==> src/rtl/depq_pkg.sv <==
package depq_pkg;

   localparam int unsigned CAPACITY_DEFAULT = 1024;
   localparam int unsigned VALUE_W = 32;
   localparam int unsigned KIND_W = 2;
   localparam int unsigned ENTRY_W = 11;

   typedef enum logic [KIND_W-1:0] {
      KIND_INSERT  = 2'd0,
      KIND_DEL_MAX = 2'd1,
      KIND_DEL_MIN = 2'd2,
      KIND_CLEAR   = 2'd3
   } kind_type;

   typedef struct packed {
      logic load_req;
      logic set_drop;
      logic set_pos;
      logic rd_pos_m1;
      logic wr_shift;
      logic wr_key;
      logic del_max;
      logic del_min;
      logic clear;
      logic rd_max;
      logic cap_max;
      logic cap_min;
      logic load_rsp;
   } cmd_type;

   typedef struct packed {
      kind_type kind;
      logic     full;
      logic     pos_zero;
      logic     greater;
      logic     rsp_free;
   } status_type;

endpackage

==> src/rtl/depq_control.sv <==
module depq_control (
   input  logic                 clock,
   input  logic                 reset,
   input  logic                 req_valid,
   output logic                 req_stall,
   input  depq_pkg::status_type status,
   output depq_pkg::cmd_type    cmd
);
   typedef enum logic [2:0] {
      ST_IDLE, ST_DECODE, ST_INS_CHK, ST_INS_CMP, ST_RD_MAX, ST_RD_MIN, ST_CAP_MIN, ST_RESULT
   } state_type;

   state_type state_ff, state_in;

   always_comb begin
      state_in = state_ff;
      cmd      = '0;
      case (state_ff)
         ST_IDLE: begin
            if (req_valid) begin
               cmd.load_req = 1'b1;
               state_in     = ST_DECODE;
            end
         end
         ST_DECODE: begin
            state_in = ST_RD_MAX;
            case (status.kind)
               depq_pkg::KIND_INSERT: begin
                  if (status.full) begin
                     cmd.set_drop = 1'b1;
                  end else begin
                     cmd.set_pos = 1'b1;
                     state_in    = ST_INS_CHK;
                  end
               end
               depq_pkg::KIND_DEL_MAX: cmd.del_max = 1'b1;
               depq_pkg::KIND_DEL_MIN: cmd.del_min = 1'b1;
               default:                cmd.clear   = 1'b1;
            endcase
         end
         ST_INS_CHK: begin
            if (status.pos_zero) begin
               cmd.wr_key = 1'b1;
               state_in   = ST_RD_MAX;
            end else begin
               cmd.rd_pos_m1 = 1'b1;
               state_in      = ST_INS_CMP;
            end
         end
         ST_INS_CMP: begin
            // larger neighbor moves up one slot; otherwise the key lands here
            if (status.greater) begin
               cmd.wr_shift = 1'b1;
               state_in     = ST_INS_CHK;
            end else begin
               cmd.wr_key = 1'b1;
               state_in   = ST_RD_MAX;
            end
         end
         ST_RD_MAX: begin
            cmd.rd_max = 1'b1;
            state_in   = ST_RD_MIN;
         end
         ST_RD_MIN: begin
            // read address defaults to the min slot
            cmd.cap_max = 1'b1;
            state_in    = ST_CAP_MIN;
         end
         ST_CAP_MIN: begin
            cmd.cap_min = 1'b1;
            state_in    = ST_RESULT;
         end
         ST_RESULT: begin
            if (status.rsp_free) begin
               cmd.load_rsp = 1'b1;
               state_in     = ST_IDLE;
            end
         end
         default: state_in = ST_IDLE;
      endcase
   end

   always_ff @(posedge clock) begin
      if (reset) begin
         state_ff <= ST_IDLE;
      end else begin
         state_ff <= state_in;
      end
   end

   assign req_stall = (state_ff != ST_IDLE);

endmodule

==> config.mk <==
export PLATFORM = sky130hd
export DESIGN_NAME = depq_control
export DESIGN_NICKNAME = d
export VERILOG_FILES = /design/src/rtl/depq_pkg.sv /design/src/rtl/depq_control.sv
export SDC_FILE = /design/constraint.sdc
export NUM_CORES = 1
export LEC_CHECK = 0
export BUFFER_PORTS_ARGS = -buffer_cell sky130_fd_sc_hd__buf_2
export CORE_AREA = 10 10 47 49
export DETAILED_ROUTE_END_ITERATION = 6
export DIE_AREA = 0 0 57 59
export SYNTH_ARGS = -nofsm -noshare
export SYNTH_HDL_FRONTEND = slang
export SYNTH_SLANG_ARGS = --single-unit
export TNS_END_PERCENT = 20
==> constraint.sdc <==
create_clock -name clock -period 1.24 [get_ports clock]
set_clock_uncertainty 0.15 [all_clocks]
set_input_delay 0 -clock clock [delete_from_list [all_inputs] [get_ports clock]]
set_output_delay 0 -clock clock [all_outputs]
set_load 0.02 [all_outputs]
==> out/qor.yml <==
run_status:
  status: "complete, but fails checks"
  violations: "hold timing, setup timing"
sta:
  period_share: 1.10
  finalSetupViolations: 13
  holdWs_ns: -0.0532
  hold_viol_final: 1
  fin_ws_ns: -0.121
  period_minus_slack_ns: 1.36
  tns_ns: -0.873
  worst_pin_slew_ns: 0.282
  slew_viol_final: 0
  slew_headroom: 0.811
  fmax_mhz: 735
  rsz0062_at_grt: "yes"
floorplanning:
  num_rows: 14
  ios: 23
  dieArea_mm2: 0.00336
  initial_core_util: 0.245
  die_h_um: 59
  dieWidth_um: 57
  core_mm2: 0.00140
synthesis:
  synth_area_um2: 343
  synth_seq_cells: 3
  yosysWarnings: 0
  synth_area_per_cell_um2: 7.14
  synth.distinct_cells: 25
  yosys.area.top_type_share: 0.175
  synth-edff-count: 0
  yosys.area.top_type: "dfxtp_1"
  yosys_most_used_dff: "dfxtp_1"
  synth_cells: 48
  syn_nets: 57
  synth_area_leaders: "dfxtp_1, nor3_1, and3_1"
  ys_async_sr_fraction: 0
  ys_seq_area_frac: 0.175
global_routing:
  grt_pass1_vias: 463
  grt.total_usage: 0.0696
  grt_max_degree: 12
  antenna_found_initial: 0
  grt_overflow: 0
  grt_pass1_wl_mm: 1.91
drt:
  firstDrtPassIters: 2
  routed_via_density: 4.57
  vias: 452
  routed_wl_mm: 1.19
  wl_per_cell_um: 12.0
  drt_iter0_drc: 2
  drc: 0
  drtAntennaViolNets: 0
placement:
  hpwl_um: 871
  gp_congestion: 0.764
  port_buffers: 22
  dpl_worst_slack_ns: -0.0106
layout:
  antenna_cells: 0
  final_nets: 93
  num-fill-cells: 155
  largest_reg_flops: 3
  top_regs: "state_ff: 3 flops"
  drive_gt1_frac: 0.639
  area_growth_pct: 103
  top_register: "state_ff"
clock_tree:
  cts_hold_buf: 2
  clkSinkCount: 3
  numCtsBuffers: 3
  htreeDepth: 1
  cts_tree: "done"
  cts_root_buf: "clkbuf_4"
  path_clk_slew_ns: 0.04
  clk_latency_ns: 0.23
  clock_path_buffers: 2
min_path:
  hold_path_class: "in2reg"
pwr:
  p_leak_uw: 0.000345
  power_density_mw_per_mm2: 774
  vdd_ir_drop_max_mv: 0.419
worst_setup_path:
  cpMostUsedCell: "buf_6"
  setup.worst_path.start_class: "flop"
  cp_slowest_cell: "or3_4"
  path_cells: "buf_6, or3_4, buf_6"
  slowest_delay_ns: 0.37
  crit_fanout: 4
  cp.buffers_inverters: 2
  crit_required_ns: 1.09
  crit_type: "reg2out"
  critical_path.top_delay_family: "simple AND/OR/NAND/NOR gates"
  critPathArrivalTime_ns: 1.21
  cp-end-kind: "primary output"
job:
  drv_cap: 0
==> what timing repair did <==
action,CTS,global route
gates cloned,0,0
pin swaps,5,4
endpoints found under the setup margin,15,16
endpoints found under the hold margin,3,1
setup buffers,3,1
gates resized for setup,28,11
==> worst min-delay path, delay by kind of cell <==
kind | cells | cell delay, ns
and+or+nand+nor | 2 | 0.13
AOI/OAI and AO/OA | 1 | 0.07
buffers and inverters | 1 | 0.09
==> worst paths after layout <==
path	from	to	slack (ns)	cells past startpoint
max	state_ff[1]	req_stall	-0.12	3
min	status[3]	state_ff[1]	-0.05	4
max reg2reg	state_ff[0]	state_ff[2]	0.03	4
min reg2reg	state_ff[2]	state_ff[1]	0.44	3
==> where the power goes <==
group / internal (µW) / switching [µW] / leakage, µW / total, µW
sequential: 106 / 12.7 / 0.0000267 / 119
combinational: 133 / 117 / 0.000303 / 250
clock: 120 / 48.4 / 0.0000150 / 169
total: 360 / 178 / 0.000345 / 538
==> stage by stage <==
stage | instances | cell area (µm²) | total power, µW | utilization
CTS | 98 | 643 | 521 | 0.459
floorplan | 48 | 348 | 240 | -
finish | 99 | 694 | 538 | 0.496
global route | 99 | 694 | 582 | 0.496
detailed placement | 89 | 497 | 305 | 0.354
global placement | 89 | 497 | 304 | 0.354
==> per-layer routing <==
metal / track usage / up-vias / part of all wire
li1: - / 238 / -
met1: 0.0702 / 193 / 0.40
met2: 0.109 / 19 / 0.47
met3: 0.0494 / 2 / 0.13
met4: 0.0302 / 0 / 0.0093
met5: 0 / - / 0
==> synth_stat cells, types with 2 or more instances <==
cell type	count
nor2_1	4
nor3_1	4
and3_1	3
dfxtp_1	3
nand2_1	3
nand2b_1	3
nor2b_1	3
a21oi_1	2
and2b_1	2
buf_4	2
inv_1	2
nand2_2	2
o21ai_1	2
or3_1	2
==> area by class of cell <==
| class | count | area, µm² | area share |
|---|---|---|---|
| Multi-Input combinational cell | 39 | 290 | 0.418 |
| Inverter | 3 | 11.3 | 0.0162 |
| Timing Repair Buffer | 34 | 275 | 0.396 |
| Clock buffer | 4 | 26.3 | 0.0378 |
| Tap cell | 16 | 20.0 | 0.0288 |
| Sequential cell | 3 | 71.3 | 0.103 |
==> cell families after synthesis <==
family                 Yosys count  share of synthesized area
AO/OA/AOI/OAI                   10                      0.197
flip-flops                       3                      0.175
buffers and inverters            6                      0.109
AND/OR/NAND/NOR                 29                      0.518
==> placed cells by master, fill, tap and decap left out, types with 2 or more instances in the layout <==
master         netlist  routed
buf_4                2      13
buf_6                1      10
buf_2                0       9
and3_1               3       3
nand2_1              3       3
nor2_1               4       3
clkbuf_4             0       3
dfxtp_4              0       3
inv_2                1       2
nand2b_1             3       2
nor3_1               4       2
nor3_2               0       2
nand2_2              2       2
nor2b_1              3       2
and2b_1              2       2
dlygate4sd3_1        0       2
(Power assumes the default switching activity.)
